File: src/sv/pli_pkg.sv
`timescale 1ns / 1ps
`default_nettype none

package pli_pkg;

   // Widths of the fixed-size fields of the request and the configuration register.
   localparam int ENTRY_INDEX_WIDTH = 6;
   localparam int POINT_COUNT_WIDTH = 7;

   // Request command codes.
   localparam logic CMD_WRITE = 1'b0;
   localparam logic CMD_QUERY = 1'b1;

   localparam logic [POINT_COUNT_WIDTH-1:0] POINT_COUNT_RESET = POINT_COUNT_WIDTH'(2);

   // Sequencer of the search and output hand-off.
   typedef enum logic [2:0] {
      ST_IDLE,
      ST_FIRST,
      ST_LAST,
      ST_PROBE,
      ST_READ_LO,
      ST_READ_HI,
      ST_ARITH,
      ST_OUT
   } pli_state_type;

   // Phases of the shared multiply and divide unit.
   typedef enum logic [2:0] {
      AR_IDLE,
      AR_MUL,
      AR_PREP,
      AR_DIV,
      AR_FIN
   } pli_arith_phase_type;

endpackage

`default_nettype wire

File: src/sv/pli_table.sv
`timescale 1ns / 1ps
`default_nettype none

module pli_table
   import pli_pkg::*;
#(
   parameter int MAX_POINTS = 64,
   parameter int DATA_WIDTH = 32,
   parameter int AW         = $clog2(MAX_POINTS)
) (
   input  wire logic                  clock,
   input  wire logic                  wr_en,
   input  wire logic [AW-1:0]         wr_addr,
   input  wire logic [DATA_WIDTH-1:0] wr_x,
   input  wire logic [DATA_WIDTH-1:0] wr_v,
   input  wire logic [AW-1:0]         rd_addr,
   output logic      [DATA_WIDTH-1:0] rd_x_ff,
   output logic      [DATA_WIDTH-1:0] rd_v_ff
);

   // Abscissa and ordinate memories share one write and one read address.
   logic [DATA_WIDTH-1:0] x_mem [MAX_POINTS];
   logic [DATA_WIDTH-1:0] v_mem [MAX_POINTS];

   always_ff @(posedge clock) begin
      if (wr_en) begin
         x_mem[wr_addr] <= wr_x;
         v_mem[wr_addr] <= wr_v;
      end
   end

   always_ff @(posedge clock) begin
      rd_x_ff <= x_mem[rd_addr];
      rd_v_ff <= v_mem[rd_addr];
   end

endmodule

`default_nettype wire

File: config.mk
export PLATFORM = sky130hd
export DESIGN_NAME = pli_table
export DESIGN_NICKNAME = d
export VERILOG_FILES = /design/src/sv/pli_pkg.sv /design/src/sv/pli_table.sv
export SDC_FILE = /design/constraint.sdc
export NUM_CORES = 2
export LEC_CHECK = 0
export CORE_MARGIN = 10
export CORE_UTILIZATION = 45
export CTS_CLUSTER_SIZE = 25
export DETAILED_ROUTE_END_ITERATION = 10
export DONT_BUFFER_PORTS = 1
export GPL_TIMING_DRIVEN = 0
export HOLD_SLACK_MARGIN = 0.08
export PLACE_DENSITY_LB_ADDON = 0.08
export SKIP_LAST_GASP = 1
export SYNTH_ARGS = -nofsm -noshare
export SYNTH_HDL_FRONTEND = slang
export SYNTH_SLANG_ARGS = --single-unit
File: constraint.sdc
create_clock -name clock -period 5.7 [get_ports clock]
set_input_delay 0.285 -clock clock [delete_from_list [all_inputs] [get_ports clock]]
set_output_delay 0.285 -clock clock [all_outputs]
set_load 0.01 [all_outputs]
==> results_dict.tcl <==
set metrics [dict create \
    outcome "finished, violations left" \
    violations "capacitance limit, slew limit" \
    numPlacedInstances 11384 \
    cts_sinks 4160 \
    total_power_uw 65900 \
    routabilityCongestion 0.7707 \
    fp.coreArea_sq_um 345700 \
    cts_inserted_buffers 435 \
    synth_area_leaders "sky130_fd_sc_hd__edfxtp_1, sky130_fd_sc_hd__mux4_2, sky130_fd_sc_hd__a22oi_1, sky130_fd_sc_hd__dfxtp_1, sky130_fd_sc_hd__mux2i_1" \
    postSynthRegisterBits 4160 \
    yosys_most_used_dff "sky130_fd_sc_hd__edfxtp_1" \
    wirelength_um 562100 \
    hold_wc_path_type "input port to flop" \
    synth_mux_area_share_pct 15.38 \
    synthesis.instances 6505 \
    share_clk_of_total_power_pct 43.0 \
    post_cts_buffers 0 \
    yosys.cell_types.count 30 \
    critical-path-top-cell-by-count "sky130_fd_sc_hd__buf_4" \
    post_synth_and_or_nand_nor_area_fraction_pct 0.8310 \
    critical-path-slowest-cell "sky130_fd_sc_hd__buf_2" \
    power_density_nw_per_um2 356.6 \
    ir_drop_mv 0.2791 \
    seqPwrFrac_pct 51.5 \
    crit_path_max_incr_delay_ns 0.87 \
    swShare_pct 21.90 \
    synth_top_cell_area_share_pct 78.93 \
    yosysMostFrequentCell "sky130_fd_sc_hd__edfxtp_1" \
    intPower_uw 51470 \
    leakagePower_uw 0.05780 \
    tritoncts "done" \
    synth_area_sq_um 155800 \
    yosys.area.top_type "sky130_fd_sc_hd__edfxtp_1" \
    area_delta_synth_final_pct 18.58 \
    dieWidth_um 608.5 \
    final.period_utilization_pct 59.52 \
    clockBufferDepth 4 \
    ios 142 \
    switchingPower_uw 14440 \
    die_h_um 608.5 \
    yosys_warnings 0 \
    synth-async-reset-ratio_pct 0 \
    antenna_violations_before_repair 36 \
    whs_ns 0.2671 \
    post_cts_hold_buffers 129 \
    final.fill_count 26168 \
    total_grt_usage_pct 29.66 \
    worstSetupStartpointType "input port" \
    avgRoutedWirePerCell_um 45.51 \
    fp-row-count 216 \
    synth_nets 6583 \
    post_synth_xor_area_fraction_pct 0 \
    clkTransAtPathRegs_ns 0.06 \
    setup_slack_of_the_most_critical_reg_to_reg_path_ns 3.28 \
    synth_top_family_by_area "multiplexers" \
    worstReg2RegStart "x_mem[34][19]$_DFFE_PP_" \
    netlist_top_cells_count "sky130_fd_sc_hd__edfxtp_1, sky130_fd_sc_hd__mux4_2, sky130_fd_sc_hd__a22oi_1" \
    setup-tns-final_ns 0 \
    finalSetupViolCount 0 \
    avgViaCountPerCell 6.594 \
    compound_gate_fraction_of_synth_area_pct 2.803 \
    grt_pass1_vias 78764 \
    cts_root_buf "sky130_fd_sc_hd__clkbuf_16" \
    slew_viol_final 47 \
    synth_seq_area_share_pct 79.75 \
    fin_cells 12351 \
    rr_worst_depth 4 \
    synth_edf_count 4096 \
    crit_end_element "flop" \
    fmax_ghz 0.2948 \
    final.setup_skew_ns 0.03795 \
    maxSlewHeadroom_pct -10.62 \
    power.share.combinational_pct 5.5 \
    grt_overflow_total 0 \
    dieArea_sq_um 370300 \
    timing.hold.worst_path_depth 2 \
    grt_pass1_wl_um 734500 \
    detailedRoute.firstPassIterationCount 6 \
    data_arrival_time_of_the_worst_path_ns 4.16 \
    place.detailed.hpwl_um 389200 \
    worst-endpoint-required_ns 6.46 \
    max-cap-violations 6 \
    grt_setup_unrepaired "no" \
    setup.worst_path.class "input port to flop" \
    timing.hold.worst.start "wr_v[10]" \
    cts_resized 0 \
    path_cells "buf_4, buf_4, buf_2, nand2_1, clkbuf_1, o221ai_1, a21oi_1, o211a_1" \
    count_of_nets_left_with_antenna_violations_after_detail_routing 0 \
    timing_hold_violations_final 0 \
    drc_marker_count_from_the_first_detailed_route_iteration 14315 \
    clk-insertion-delay-late_ns 1.00 \
    nets 7450 \
    via_total_after_detailed_routing 81438 \
    detail_route.drc_violations 0 \
    critical_path_peak_fanout 10 \
    cts_max_level 5 \
    start_util_pct 45.08 \
    grt_max_degree 65 \
    fraction_of_layout_cells_with_a_size_suffix_above_1_pct 29.84 \
    avg_synthesized_cell_area_sq_um 23.96 \
    hold-path-endpoint "v_mem[10][10]$_DFFE_PP_" \
    finalWorstPathRequiredPeriod_ns 3.393 \
    worst_slew_pin_slew_ns 1.659 \
    synth-adder-area-share_pct 0 \
    worst_r2r_endpoint "rd_x_ff[19]$_DFF_P_" \
    port_buffers 0 \
]
kinds of logic (layout without fill, tap and decap cells):
logic type | count (synthesis) | count (layout)
muxes | 1114 | 1114
buffers and inverters | 378 | 1608
and+or+nand+nor | 278 | 278
other | 0 | 38
AOI/OAI and AO/OA | 575 | 575
DFF | 4160 | 4160
stage by stage:
| stage | cell area [sq um] | util, % | setup WS, ns |
|---|---|---|---|
| 6_report | 184800 | 53.46 | 2.307 |
| 5_1_grt | 184700 | 53.45 | 2.389 |
| 4_1_cts | 184700 | 53.44 | 2.474 |
| 3_5_place_dp | 168300 | 48.70 | 1.419 |
| 3_3_place_gp | 161600 | 46.74 | -6.007 |
| 2_1_floorplan | 155800 | - | 1.419 |
power by group through the flow:
stage | Clock [uW] | Sequential (uW) | Combinational [uW]
after floorplan | 0 | 34600 | 1560
after global placement | 0 | 34700 | 2860
after detailed placement | 0 | 34600 | 2960
after CTS | 28500 | 34000 | 3580
after global routing | 29800 | 34000 | 3700
final | 28300 | 34000 | 3600
critical path, delay by kind of cell:
kind	cells	cell delay, ns
buf+inv	4	1.97
compound gates	3	1.04
simple gates	1	0.80
sequential cells by signal (all words and copies together), names as in the netlist:
signal   cells
x_mem     2048
rd_v_ff     32
rd_x_ff     32
v_mem     2048
worst max-delay path by stage:
stage / end / from / slack, ns
2_1_floorplan: v_mem[16][0]$_DFFE_PP_ / wr_addr[4] / 1.42
3_3_place_gp: x_mem[25][25]$_DFFE_PP_ / wr_addr[4] / -6.01
5_1_grt: rd_x_ff[24]$_DFF_P_ / rd_addr[1] / 2.39
4_1_cts: rd_x_ff[16]$_DFF_P_ / rd_addr[1] / 2.47
6_report: rd_x_ff[24]$_DFF_P_ / rd_addr[1] / 2.31
3_5_place_dp: rd_x_ff[16]$_DFF_P_ / rd_addr[1] / 1.42
area by class of cell:
type	count	area, sq um	share of cell area, %
buffer	377	1977	1.070
clock inverter	229	2205	1.193
timing repair buffer	430	8561	4.632
tap	4578	5728	3.100
sequential	4160	124300	67.25
clock buffer	571	11850	6.411
inverter	1	3.754	0.002031
multi-input combinational	1967	30110	16.29
antenna	38	95.09	0.05146
routing by layer:
| layer | share of wire (%) | vias up | GRT usage, % |
|---|---|---|---|
| met4 | 4.0 | 20 | 10.30 |
| met1 | 40 | 45171 | 42.85 |
| li1 | - | 30175 | - |
| met5 | 0.025 | - | 0 |
| met3 | 11 | 868 | 7.198 |
| met2 | 45 | 5204 | 44.50 |
cells in the final DEF, fill, tap and decap left out, types with 26 or more instances in the layout:
| cell | instances |
|---|---|
| sky130_fd_sc_hd__edfxtp_1 | 4096 |
| sky130_fd_sc_hd__mux4_2 | 1024 |
| sky130_fd_sc_hd__clkbuf_16 | 444 |
| sky130_fd_sc_hd__buf_12 | 282 |
| sky130_fd_sc_hd__a22oi_1 | 256 |
| sky130_fd_sc_hd__clkbuf_1 | 213 |
| sky130_fd_sc_hd__buf_2 | 140 |
| sky130_fd_sc_hd__nand3_1 | 133 |
| sky130_fd_sc_hd__o22ai_1 | 102 |
| sky130_fd_sc_hd__mux2i_1 | 90 |
| sky130_fd_sc_hd__clkinv_1 | 89 |
| sky130_fd_sc_hd__buf_16 | 82 |
| sky130_fd_sc_hd__clkinv_2 | 74 |
| sky130_fd_sc_hd__dlygate4sd3_1 | 65 |
| sky130_fd_sc_hd__o221ai_1 | 64 |
| sky130_fd_sc_hd__o211a_1 | 64 |
| sky130_fd_sc_hd__nor2_4 | 64 |
| sky130_fd_sc_hd__dfxtp_1 | 64 |
| sky130_fd_sc_hd__a211oi_1 | 63 |
| sky130_fd_sc_hd__buf_4 | 51 |
| sky130_fd_sc_hd__nor2_1 | 46 |
| sky130_fd_sc_hd__bufinv_16 | 41 |
| sky130_fd_sc_hd__diode_2 | 38 |
| sky130_fd_sc_hd__clkbuf_2 | 27 |
| sky130_fd_sc_hd__clkbuf_8 | 26 |
Note: power is estimated with default switching activity, not from simulation.
