$ cat config.mk
export PLATFORM = sky130hd
export DESIGN_NAME = pli_arith
export DESIGN_NICKNAME = d
export VERILOG_FILES = /design/src/sv/pli_pkg.sv /design/src/sv/pli_arith.sv
export SDC_FILE = /design/constraint.sdc
export NUM_CORES = 1
export LEC_CHECK = 0
export BUFFER_PORTS_ARGS = -buffer_cell sky130_fd_sc_hd__clkbuf_2
export CELL_PAD_IN_SITES_DETAIL_PLACEMENT = 1
export CELL_PAD_IN_SITES_GLOBAL_PLACEMENT = 2
export CORE_ASPECT_RATIO = 1.4
export CORE_UTILIZATION = 42
export DETAILED_ROUTE_END_ITERATION = 16
export MAX_ROUTING_LAYER = met4
export PLACE_DENSITY_LB_ADDON = 0.2
export SYNTH_ARGS = -nofsm -noshare
export SYNTH_HDL_FRONTEND = slang
export SYNTH_SLANG_ARGS = --single-unit
$ cat constraint.sdc
create_clock -name clock -period 27.4 [get_ports clock]
set_input_delay 0 -clock clock [delete_from_list [all_inputs] [get_ports clock]]
set_output_delay 0 -clock clock [all_outputs]
set_load 0.1 [all_outputs]
$ cat src/sv/pli_pkg.sv
`timescale 1ns / 1ps
`default_nettype none

package pli_pkg;

   // Widths of the fixed-size fields of the request and the configuration register.
   localparam int ENTRY_INDEX_WIDTH = 6;
   localparam int POINT_COUNT_WIDTH = 7;

   // Request command codes.
   localparam logic CMD_WRITE = 1'b0;
   localparam logic CMD_QUERY = 1'b1;

   localparam logic [POINT_COUNT_WIDTH-1:0] POINT_COUNT_RESET = POINT_COUNT_WIDTH'(2);

   // Sequencer of the search and output hand-off.
   typedef enum logic [2:0] {
      ST_IDLE,
      ST_FIRST,
      ST_LAST,
      ST_PROBE,
      ST_READ_LO,
      ST_READ_HI,
      ST_ARITH,
      ST_OUT
   } pli_state_type;

   // Phases of the shared multiply and divide unit.
   typedef enum logic [2:0] {
      AR_IDLE,
      AR_MUL,
      AR_PREP,
      AR_DIV,
      AR_FIN
   } pli_arith_phase_type;

endpackage

`default_nettype wire

$ cat src/sv/pli_arith.sv
`timescale 1ns / 1ps
`default_nettype none

module pli_arith
   import pli_pkg::*;
#(
   parameter int DATA_WIDTH = 32
) (
   input  wire logic                         clock,
   input  wire logic                         reset,
   input  wire logic                         start,
   input  wire logic signed [DATA_WIDTH-1:0] val_lo,
   input  wire logic signed [DATA_WIDTH-1:0] val_hi,
   input  wire logic        [DATA_WIDTH-1:0] dist_lo,
   input  wire logic        [DATA_WIDTH-1:0] dist_hi,
   input  wire logic        [DATA_WIDTH-1:0] span,
   output logic                              done,
   output logic signed      [DATA_WIDTH-1:0] result
);

   localparam int PW = 2 * DATA_WIDTH;
   localparam int CW = $clog2(DATA_WIDTH);

   pli_arith_phase_type phase_ff, phase_in;

   logic signed [PW-1:0]         acc_ff, acc_in;
   logic signed [PW-1:0]         mr_ff, mr_in;
   logic signed [PW-1:0]         ml_ff, ml_in;
   logic        [DATA_WIDTH-1:0] a_ff, a_in;
   logic        [DATA_WIDTH-1:0] b_ff, b_in;
   logic        [DATA_WIDTH-1:0] den_ff, den_in;
   logic                         neg_ff, neg_in;
   logic        [CW-1:0]         cnt_ff, cnt_in;

   logic                         last_step;
   logic signed [PW-1:0]         add_r, add_l;
   logic        [PW-1:0]         mag;
   logic        [DATA_WIDTH:0]   trial;

   assign last_step = (cnt_ff == '0);

   // Next phase.
   always_comb begin
      phase_in = phase_ff;
      unique case (phase_ff)
         AR_IDLE: if (start) begin
            phase_in = AR_MUL;
         end
         AR_MUL: if (last_step) begin
            phase_in = AR_PREP;
         end
         AR_PREP: phase_in = AR_DIV;
         AR_DIV: if (last_step) begin
            phase_in = AR_FIN;
         end
         AR_FIN: phase_in = AR_IDLE;
         default: phase_in = AR_IDLE;
      endcase
   end

   // Datapath: shift-add multiply of both products at once, then restoring division.
   always_comb begin
      acc_in = acc_ff;
      mr_in  = mr_ff;
      ml_in  = ml_ff;
      a_in   = a_ff;
      b_in   = b_ff;
      den_in = den_ff;
      neg_in = neg_ff;
      cnt_in = cnt_ff;
      add_r  = a_ff[0] ? mr_ff : '0;
      add_l  = b_ff[0] ? ml_ff : '0;
      mag    = acc_ff[PW-1] ? PW'(-acc_ff) : PW'(acc_ff);
      trial  = {acc_ff[PW-1:DATA_WIDTH], acc_ff[DATA_WIDTH-1]} - {1'b0, den_ff};
      unique case (phase_ff)
         AR_IDLE: begin
            acc_in = '0;
            mr_in  = PW'(val_hi);
            ml_in  = PW'(val_lo);
            a_in   = dist_lo;
            b_in   = dist_hi;
            den_in = span;
            cnt_in = CW'(DATA_WIDTH - 1);
         end
         AR_MUL: begin
            acc_in = acc_ff + add_r + add_l;
            mr_in  = mr_ff <<< 1;
            ml_in  = ml_ff <<< 1;
            a_in   = a_ff >> 1;
            b_in   = b_ff >> 1;
            cnt_in = cnt_ff - CW'(1);
         end
         AR_PREP: begin
            // The magnitude of the numerator, high half as remainder, low half as quotient.
            neg_in = acc_ff[PW-1];
            acc_in = signed'(mag);
            cnt_in = CW'(DATA_WIDTH - 1);
         end
         AR_DIV: begin
            if (!trial[DATA_WIDTH]) begin
               acc_in = signed'({trial[DATA_WIDTH-1:0], acc_ff[DATA_WIDTH-2:0], 1'b1});
            end else begin
               acc_in = acc_ff <<< 1;
            end
            cnt_in = cnt_ff - CW'(1);
         end
         AR_FIN: begin
            acc_in = acc_ff;
         end
         default: begin
            acc_in = acc_ff;
         end
      endcase
   end

   // Outputs.
   always_comb begin
      done   = (phase_ff == AR_FIN);
      result = neg_ff ? DATA_WIDTH'(-acc_ff[DATA_WIDTH-1:0])
                      : signed'(acc_ff[DATA_WIDTH-1:0]);
   end

   always_ff @(posedge clock) begin
      if (reset) begin
         phase_ff <= AR_IDLE;
      end else begin
         phase_ff <= phase_in;
      end
   end

   always_ff @(posedge clock) begin
      acc_ff <= acc_in;
      mr_ff  <= mr_in;
      ml_ff  <= ml_in;
      a_ff   <= a_in;
      b_ff   <= b_in;
      den_ff <= den_in;
      neg_ff <= neg_in;
      cnt_ff <= cnt_in;
   end

endmodule

`default_nettype wire

==> flow_metrics.py, run 1 <==
metrics = {
    "clock_network": {
        "cts_setup_buffers": 0,
        "hold_buffers": 160,
        "cts_buffer_depth": 3,
        "cts_buffers": 36,
        "cts_sinks": 297,
        "clkSlewWorstSetupHoldPaths_ps": 60,
        "cts_tree": "done",
        "cts_root_buf": "clkbuf_16",
        "post_cts_resized": 0,
        "h-tree-depth": 2,
        "insertion_delay_ps": 570,
    },
    "timing": {
        "worst_pin_slew_ps": 1180,
        "setup_tns_ps": 0,
        "period_share_pct": 19.1,
        "maxSlewHeadroom_pct": 21.4,
        "fmax_mhz": 191,
        "rsz0062_at_grt": "no",
        "setup-violations-final": 0,
        "period_needed_ps": 5250,
        "final_max_slew_viol_count": 0,
        "hold_viol": 0,
        "fin_skew_ps": 27.2,
    },
    "layout": {
        "diodes": 0,
        "seq_area_um2": 8890,
        "multi_input_area_um2": 12100,
        "area_growth_pct": 18.9,
        "fillCellCount": 5733,
        "drive_gt1_share_pct": 11.4,
        "finalNetCount": 2884,
        "utilization_pct": 50.6,
    },
    "detailed_routing": {
        "postRouteAntennaNets": 0,
        "via_per_inst": 5.59,
        "wirelength_um": 65200,
        "drt_iter0_drc": 817,
        "drt_drc_violations_left": 0,
        "vias": 18100,
        "wl_per_cell_um": 20.1,
        "drt_pre_antenna_iters": 7,
    },
    "power_and_ir_drop": {
        "power.leakage_nw": 11.7,
        "combPwrFrac_pct": 48.1,
        "sequentialPowerShare_pct": 31.0,
        "powerDensity_nw_per_um2": 83.0,
        "clockPowerShare_pct": 20.9,
        "switchingPower_mw": 0.958,
        "peakVddDrop_mv": 0.0781,
        "swShare_pct": 44.7,
        "intPower_mw": 1.18,
    },
    "synthesis": {
        "yosysWarnings": 0,
        "ys_types": 75,
        "synth_top_area_share_pct": 40.7,
        "synth_edf_count": 294,
        "ys_seq_area_share_pct": 41.0,
        "synth.top_cells.by_area": "edfxtp_1 41%, nand2_1 8.6%, fa_1 6.0%",
        "synth_common_cells": "495 x nand2_1, 294 x edfxtp_1, 143 x and2_1, 124 x a21o_1, 123 x clkbuf_1",
        "post-synth-top-count-cell": "nand2_1",
        "yosysTopAreaCell": "edfxtp_1",
        "synth_nets": 2608,
        "avgSynthCellArea_um2": 9.50,
        "ys_seq_elements": 297,
        "syn-cell-area_um2": 21700,
        "synthCells": 2284,
        "ys.flop_type": "edfxtp_1",
        "ys_async_sr_fraction_pct": 0,
    },
    "place": {
        "dp_hpwl_um": 45300,
        "place.gp.congestion": 0.868,
        "portBuffers": 195,
    },
    "min_path": {
        "holdPathStages": 2,
        "hold_class": "input pin to register",
        "hp-start": "span[29]",
        "holdPathEnd": "den_ff[29]",
    },
    "floorplan": {
        "rows": 98,
        "core-area_um2": 51000,
        "start_util_pct": 42.5,
        "die_area_um2": 52600,
        "ios": 196,
        "die_width_um": 194,
        "die_h_um": 271,
    },
    "worst_setup_path": {
        "ff2ff_path_depth": 16,
        "worstPathCellList": "buf_4 -> and2_1 -> fa_1 -> ha_1 -> fa_1 -> a211o_1 -> a2111oi_0 -> buf_4 -> nor4_1 -> o21ai_0 -> and2_1 -> o31ai_1 -> a21o_1 -> a31o_2 -> a211oi_1 -> o211ai_1",
        "cp_max_fo": 64,
        "r2r_setup_slack_ps": 22150,
        "crit_type": "register to register",
        "rr_endpoint": "acc_ff[51]",
        "r2r-start": "b_ff[0]",
        "worstSetupStartpointType": "register",
        "required_ps": 27680,
        "endpoint_kind": "register",
        "arrival_ps": 5530,
        "critPathSlowestCell": "a2111oi_0",
        "slowest_delay_ps": 540,
    },
    "grt": {
        "antenna_found_initial": 0,
        "grt_pass1_wl_um": 105000,
        "grt_pass1_vias": 19500,
        "grt_start_max_net_pins": 187,
        "grt_usage_pct": 25.6,
        "grt_remaining_overflow": 0,
    },
    "outcome": {
        "status": "finished clean",
    },
    "job": {
        "maxCapViolations": 0,
    },
}
through the flow:
stage / worst slack (ps) / hold slack, ps / std cells / area [um2] / total power [mW]
finish: 22150 / 152 / 3236 / 25800 / 2.14
global placement: 22460 / 179 / 3012 / 23100 / 1.66
detailed placement: 22190 / 179 / 3012 / 23100 / 1.68
floorplan: 16620 / 76.8 / 2284 / 21700 / 1.41
CTS: 22150 / 139 / 3236 / 25800 / 2.16
global route: 21860 / 152 / 3236 / 25800 / 2.27
final cells by class:
| class | count | area share, % |
|---|---|---|
| Clock buffer | 48 | 3.75 |
| Clock inverter | 16 | 0.335 |
| Inverter | 66 | 0.960 |
| Multi-Input combinational cell | 1788 | 46.8 |
| Sequential cell | 297 | 34.5 |
| Tap cell | 650 | 3.15 |
| Timing Repair Buffer | 371 | 10.5 |
power groups by stage:
stage / clock, mW / combinational, mW / sequential (mW)
after floorplan: 0 / 0.780 / 0.633
after global placement: 0 / 0.991 / 0.670
after detailed placement: 0 / 1.01 / 0.672
after CTS: 0.459 / 1.03 / 0.664
after global routing: 0.474 / 1.12 / 0.676
final: 0.448 / 1.03 / 0.663
sequential cells by signal, indices dropped and copies added (netlist names):
name and flops:
mr_ff 64, den_ff 32, a_ff 32, b_ff 32, cnt_ff 5, phase_ff 3
neg_ff 1, acc_ff 64, ml_ff 64
cell families after synthesis:
| group | Yosys count | share of synthesized area [%] |
|---|---|---|
| muxes | 34 | 1.58 |
| AOI/OAI and AO/OA | 536 | 16.3 |
| DFF | 297 | 41.0 |
| buffers and inverters | 199 | 3.54 |
| xor gates and xnor gates | 159 | 6.45 |
| and+or+nand+nor | 898 | 19.6 |
| adders and majority gates | 161 | 11.5 |
cell usage in the layout (no fill, tap or decap), drive strengths merged, types with 5 or more instances in the layout:
cell type,netlist,final
or2,8,8
a32oi,5,5
nand2b,12,12
a31oi,22,22
nor2b,8,8
a21oi,103,103
nand4,22,22
xnor2,110,110
mux2i,32,32
or4,9,9
nand2,497,497
a22oi,27,27
a211oi,13,13
a21o,124,124
and2,143,143
edfxtp,294,294
o21ai,124,124
nand3,25,25
o21bai,21,21
inv,66,68
clkbuf,123,243
ha,96,96
or3,31,31
dlygate4sd3,0,160
o211ai,16,16
and3,17,17
o221ai,16,16
xor2,49,49
nor4,11,11
nor3,35,35
fa,65,65
o21a,8,8
buf,10,16
nor2,70,70
o31ai,8,8
a211o,5,5
clkinv,0,13
per-layer routing:
metal	vias to the layer above	GRT usage, %	share of wire, %
li1	8655	-	-
met1	8954	30.7	43
met2	372	44.3	50
met3	119	3.14	3.3
met4	0	8.54	3.0
met5	-	-	0
how the worst max path moves through the flow:
stage / cells past startpoint / endpoint / start
floorplan: 7 / ml_ff[33] / phase_ff[2]
global placement: 16 / acc_ff[51] / a_ff[0]
detailed placement: 16 / acc_ff[51] / b_ff[0]
CTS: 16 / acc_ff[51] / b_ff[0]
global route: 16 / acc_ff[51] / b_ff[0]
finish: 16 / acc_ff[51] / b_ff[0]
critical path, delay by kind of cell, from the launching register on:
family | cells | cell delay (ps)
buf+inv | 2 | 700
flops | 1 | 330
fa+ha+maj | 3 | 1110
simple gates | 3 | 560
compound gates | 8 | 2220
(Power assumes the default switching activity.)
==> run 2: changes to the inputs <==
Settings changed: CORE_UTILIZATION 42 to 39.
Clock period 27.4 ns to 5.5 ns, I/O delays scaled along.
==> flow_metrics.py, run 2 (synthesis gave the netlist of run 1 again) <==
metrics = {
    "grt": {
        "grt_pass1_wl_um": 105000,
        "grt_remaining_overflow": 0,
        "antenna_found_initial": 0,
        "grt_start_max_net_pins": 160,
        "grt_usage_pct": 24.0,
        "grt_pass1_vias": 19400,
    },
    "detailed_routing": {
        "drt_pre_antenna_iters": 7,
        "wl_met2_um": 32800,
        "dr.max_layer_used": "met4",
        "m1WireLength_um": 28700,
        "wirelength_um": 65500,
        "via_per_inst": 5.41,
        "drt_iter0_drc": 888,
        "wl_per_cell_um": 19.8,
        "wl_met3_um": 2420,
        "drt_drc_violations_left": 0,
        "postRouteAntennaNets": 0,
        "vias": 17900,
    },
    "clock_network": {
        "cts_buffer_depth": 3,
        "cts_buffers": 35,
        "cts_tree": "done",
        "clkSlewWorstSetupHoldPaths_ps": 60,
        "post_cts_resized": 0,
        "cts_root_buf": "clkbuf_16",
        "h-tree-depth": 2,
        "cts_sinks": 297,
        "insertion_delay_ps": 570,
    },
    "power_and_ir_drop": {
        "sequentialPowerShare_pct": 30.7,
        "switchingPower_mw": 4.78,
        "peakVddDrop_mv": 0.318,
        "intPower_mw": 5.96,
        "power.leakage_nw": 11.7,
        "powerDensity_nw_per_um2": 413,
        "clockPowerShare_pct": 21.5,
        "swShare_pct": 44.5,
        "combPwrFrac_pct": 47.8,
    },
    "layout": {
        "area_growth_pct": 19.8,
        "final_common_cell": "nand2_1",
        "diodes": 0,
        "utilization_pct": 47.6,
        "multi_input_area_um2": 12100,
        "fillCellCount": 6190,
        "reg_top3": "acc_ff: 64 flops, ml_ff: 64 flops, mr_ff: 64 flops",
        "final_cell_mix": "493 x nand2_1, 294 x edfxtp_1, 195 x clkbuf_2, 160 x dlygate4sd3_1, 140 x and2_1",
        "seq_area_um2": 8890,
        "finalNetCount": 2889,
        "drive_gt1_share_pct": 11.6,
    },
    "floorplan": {
        "die_h_um": 281,
        "die_area_um2": 56600,
        "core-area_um2": 54600,
        "die_width_um": 201,
        "start_util_pct": 39.7,
        "rows": 101,
        "ios": 196,
    },
    "outcome": {
        "status": "finished clean",
    },
    "timing": {
        "maxSlewHeadroom_pct": 32.3,
        "period_share_pct": 87.0,
        "fmax_mhz": 209,
        "period_needed_ps": 4790,
        "setup-violations-final": 0,
        "rsz0062_at_grt": "no",
        "worst_pin_slew_ps": 1020,
        "setup_tns_ps": 0,
        "hold_viol": 0,
        "final_max_slew_viol_count": 0,
        "fin_skew_ps": 27.3,
    },
    "place": {
        "portBuffers": 195,
        "place.gp.congestion": 0.867,
        "dp_hpwl_um": 47100,
    },
    "worst_setup_path": {
        "endpoint_kind": "register",
        "r2r_setup_slack_ps": 710,
        "worstSetupStartpointType": "register",
        "crit_type": "register to register",
        "arrival_ps": 5050,
        "r2r-start": "a_ff[0]",
        "cp_max_fo": 28,
        "required_ps": 5760,
        "ff2ff_path_depth": 15,
        "rr_endpoint": "acc_ff[41]",
    },
    "min_path": {
        "hold_class": "input pin to register",
        "holdPathEnd": "den_ff[20]",
        "hp-start": "span[20]",
        "holdPathStages": 2,
    },
    "job": {
        "maxCapViolations": 0,
    },
}
-- run 2: critical path: stages (launching register included) --
cell and delay, ps:
edfxtp_1 420, buf_4 230, and2_1 190, fa_1 470, ha_1 390, o211a_1 200
a2111oi_0 100, buf_4 160, or4_1 530, o21ai_0 500, o2111ai_1 260, o21ai_0 450
a31oi_1 170, xnor2_1 140, a22oi_1 140, o21ai_0 120
-- run 2: worst max-delay path by stage --
stage / slack (ps) / start / endpoint / depth (start not counted)
after global routing: 400 / a_ff[0] / acc_ff[41] / 15
after CTS: 720 / a_ff[0] / acc_ff[41] / 15
after global placement: 740 / a_ff[0] / acc_ff[51] / 15
after detailed placement: 790 / a_ff[0] / acc_ff[41] / 15
after floorplan: 660 / phase_ff[2] / mr_ff[60] / 7
final: 710 / a_ff[0] / acc_ff[41] / 15
-- run 2: per-layer routing --
metal  track usage, %  vias up
met3             2.98       84
li1                 -     8676
met4             6.31        0
met5                -        -
met1             29.5     8810
met2             41.4      351
-- run 2: power by group through the flow --
stage	Sequential, mW	Clock, mW	Combinational [mW]
CTS	3.31	2.38	5.15
finish	3.30	2.31	5.13
global route	3.37	2.43	5.60
global placement	3.34	0	4.97
floorplan	3.15	0	3.89
detailed placement	3.35	0	5.02
-- run 2: repair_timing --
item,in CTS,in global routing
setup buffers,0,0
hold buffers,160,0
endpoints found under the setup margin,0,0
hold endpoints to repair,161,0
-- run 2: final cells by class --
type | count | area share, %
Clock buffer | 42 | 3.51
Clock inverter | 21 | 0.693
Inverter | 66 | 0.953
Multi-Input combinational cell | 1788 | 46.5
Sequential cell | 297 | 34.2
Tap cell | 721 | 3.47
Timing Repair Buffer | 377 | 10.7
-- run 2: per-stage QoR --
stage                     hold WS (ps)  instances  instance area, um2  total power, mW  setup slack, ps
final                              161       3312               26000             10.7              713
after global routing               150       3312               26000             11.4              403
after CTS                          133       3312               26000             10.8              719
after detailed placement           179       3089               23300             8.38              787
after global placement             181       3089               23300             8.31              738
after floorplan                   76.8       2284               21700             7.04              661
==> run 3: changes to the inputs <==
Settings changed: CELL_PAD_IN_SITES_DETAIL_PLACEMENT 1 to not set, CELL_PAD_IN_SITES_GLOBAL_PLACEMENT 2 to not set, CORE_UTILIZATION 39 to 61.
==> flow_metrics.py, run 3 (synthesis gave the netlist of run 1 again) <==
metrics = {
    "clock_network": {
        "cts_root_buf": "clkbuf_16",
        "cts_sinks": 297,
        "cts_buffers": 31,
        "insertion_delay_ps": 590,
        "cts_setup_buffers": 0,
        "cts_buffer_depth": 3,
        "cts_tree": "done",
        "clkSlewWorstSetupHoldPaths_ps": 60,
        "h-tree-depth": 1,
    },
    "worst_setup_path": {
        "endpoint_kind": "register",
        "slowest_delay_ps": 470,
        "cp_max_fo": 31,
        "crit_type": "register to register",
        "path_delay_family": "compound AO/OA/AOI/OAI gates",
        "worstSetupStartpointType": "register",
        "worstPathCellList": "buf_4 -> and2_1 -> fa_1 -> ha_1 -> fa_1 -> a211o_1 -> a2111oi_0 -> buf_4 -> nor4_1 -> o21ai_0 -> and2_1 -> o31ai_1 -> a21o_1 -> a31o_2 -> a211oi_1 -> o211ai_1",
        "critical_path_buf_inv_count": 2,
        "critPathSlowestCell": "a2111oi_0",
        "arrival_ps": 5230,
        "required_ps": 5810,
    },
    "floorplan": {
        "die_area_um2": 36300,
        "rows": 81,
        "die_width_um": 161,
        "core-area_um2": 35000,
        "die_h_um": 225,
        "start_util_pct": 62.0,
        "ios": 196,
    },
    "place": {
        "portBuffers": 195,
        "pre_cts_ws_ps": 613,
        "place.gp.congestion": 0.966,
        "dp_hpwl_um": 38500,
    },
    "grt": {
        "grt_usage_pct": 32.6,
        "grt_start_max_net_pins": 103,
        "grt_pass1_vias": 18600,
        "grt_pass1_wl_um": 92500,
        "grt_remaining_overflow": 0,
        "antenna_found_initial": 0,
    },
    "layout": {
        "final_cell_mix": "493 x nand2_1, 294 x edfxtp_1, 195 x clkbuf_2, 160 x dlygate4sd3_1, 141 x and2_1",
        "fillCellCount": 2488,
        "area_growth_pct": 17.6,
        "reg_top3": "acc_ff: 64 flops, ml_ff: 64 flops, mr_ff: 64 flops",
        "diodes": 0,
        "final_common_cell": "nand2_1",
        "drive_gt1_share_pct": 11.6,
        "finalNetCount": 2886,
    },
    "timing": {
        "hold_viol": 0,
        "worst_pin_slew_ps": 1190,
        "maxSlewHeadroom_pct": 20.7,
        "period_needed_ps": 4920,
        "fin_ws_ps": 584,
        "fin_skew_ps": 13.3,
        "setup-violations-final": 0,
        "rsz0062_at_grt": "no",
        "setup_tns_ps": 0,
        "fmax_mhz": 203,
        "period_share_pct": 89.4,
        "final_max_slew_viol_count": 0,
    },
    "detailed_routing": {
        "wl_per_cell_um": 18.9,
        "postRouteAntennaNets": 0,
        "drt_pre_antenna_iters": 6,
        "drt_drc_violations_left": 0,
        "via_per_inst": 6.04,
        "vias": 18400,
        "drt_iter0_drc": 1574,
        "wirelength_um": 57400,
    },
    "power_and_ir_drop": {
        "peakVddDrop_mv": 0.610,
        "swShare_pct": 44.4,
        "sequentialPowerShare_pct": 31.6,
        "clockPowerShare_pct": 20.0,
        "power.leakage_nw": 11.7,
        "intPower_mw": 5.78,
        "switchingPower_mw": 4.62,
        "powerDensity_nw_per_um2": 408,
        "combPwrFrac_pct": 48.4,
    },
    "outcome": {
        "status": "finished clean",
    },
    "job": {
        "maxCapViolations": 0,
    },
    "min_path": {
        "hold_class": "input pin to register",
    },
}
==> run 3: cell type report <==
type | count | area (um2) | share of cell area (%)
Clock buffer | 33 | 783 | 3.07
Clock inverter | 24 | 195 | 0.765
Inverter | 66 | 248 | 0.971
Multi-Input combinational cell | 1788 | 12100 | 47.4
Sequential cell | 297 | 8890 | 34.8
Tap cell | 456 | 571 | 2.24
Timing Repair Buffer | 378 | 2750 | 10.8
==> run 3: per-stage QoR <==
step | hold WS, ps | area (um2) | util [%] | instances | total power, mW
after floorplan | 76.8 | 21700 | - | 2284 | 7.04
after global placement | 178 | 22900 | 65.6 | 2825 | 8.08
after detailed placement | 179 | 22900 | 65.6 | 2825 | 8.15
after CTS | 102 | 25500 | 73.0 | 3042 | 10.3
after global routing | 121 | 25500 | 73.0 | 3042 | 11.0
final | 119 | 25500 | 73.0 | 3042 | 10.4
==> run 3: routing by layer <==
layer | wire length [um] | track usage, % | vias up
met2 | 29100 | 56.0 | 736
met4 | 1560 | 10.5 | 0
met5 | 0 | - | -
met1 | 23400 | 40.4 | 8829
met3 | 3360 | 3.24 | 126
li1 | - | - | 8669
==> run 3: power groups by stage <==
| stage | sequential [mW] | combinational [mW] | clock [mW] |
|---|---|---|---|
| 2_1_floorplan | 3.15 | 3.89 | 0 |
| 3_3_place_gp | 3.31 | 4.77 | 0 |
| 3_5_place_dp | 3.33 | 4.83 | 0 |
| 4_1_cts | 3.28 | 4.96 | 2.10 |
| 5_1_grt | 3.35 | 5.46 | 2.18 |
| 6_report | 3.29 | 5.03 | 2.08 |
==> run 3: timing repair <==
action,in CTS,in global routing
hold endpoints to repair,161,0
resized for setup,0,0
hold buffers,160,0
==> run 3: final timing paths <==
path,start,end,slack [ps],depth (start not counted)
min,span[1],den_ff[1],120,2
max,a_ff[0],acc_ff[51],580,16
min reg2reg,a_ff[3],a_ff[2],510,2
max reg2reg,a_ff[0],acc_ff[51],580,16
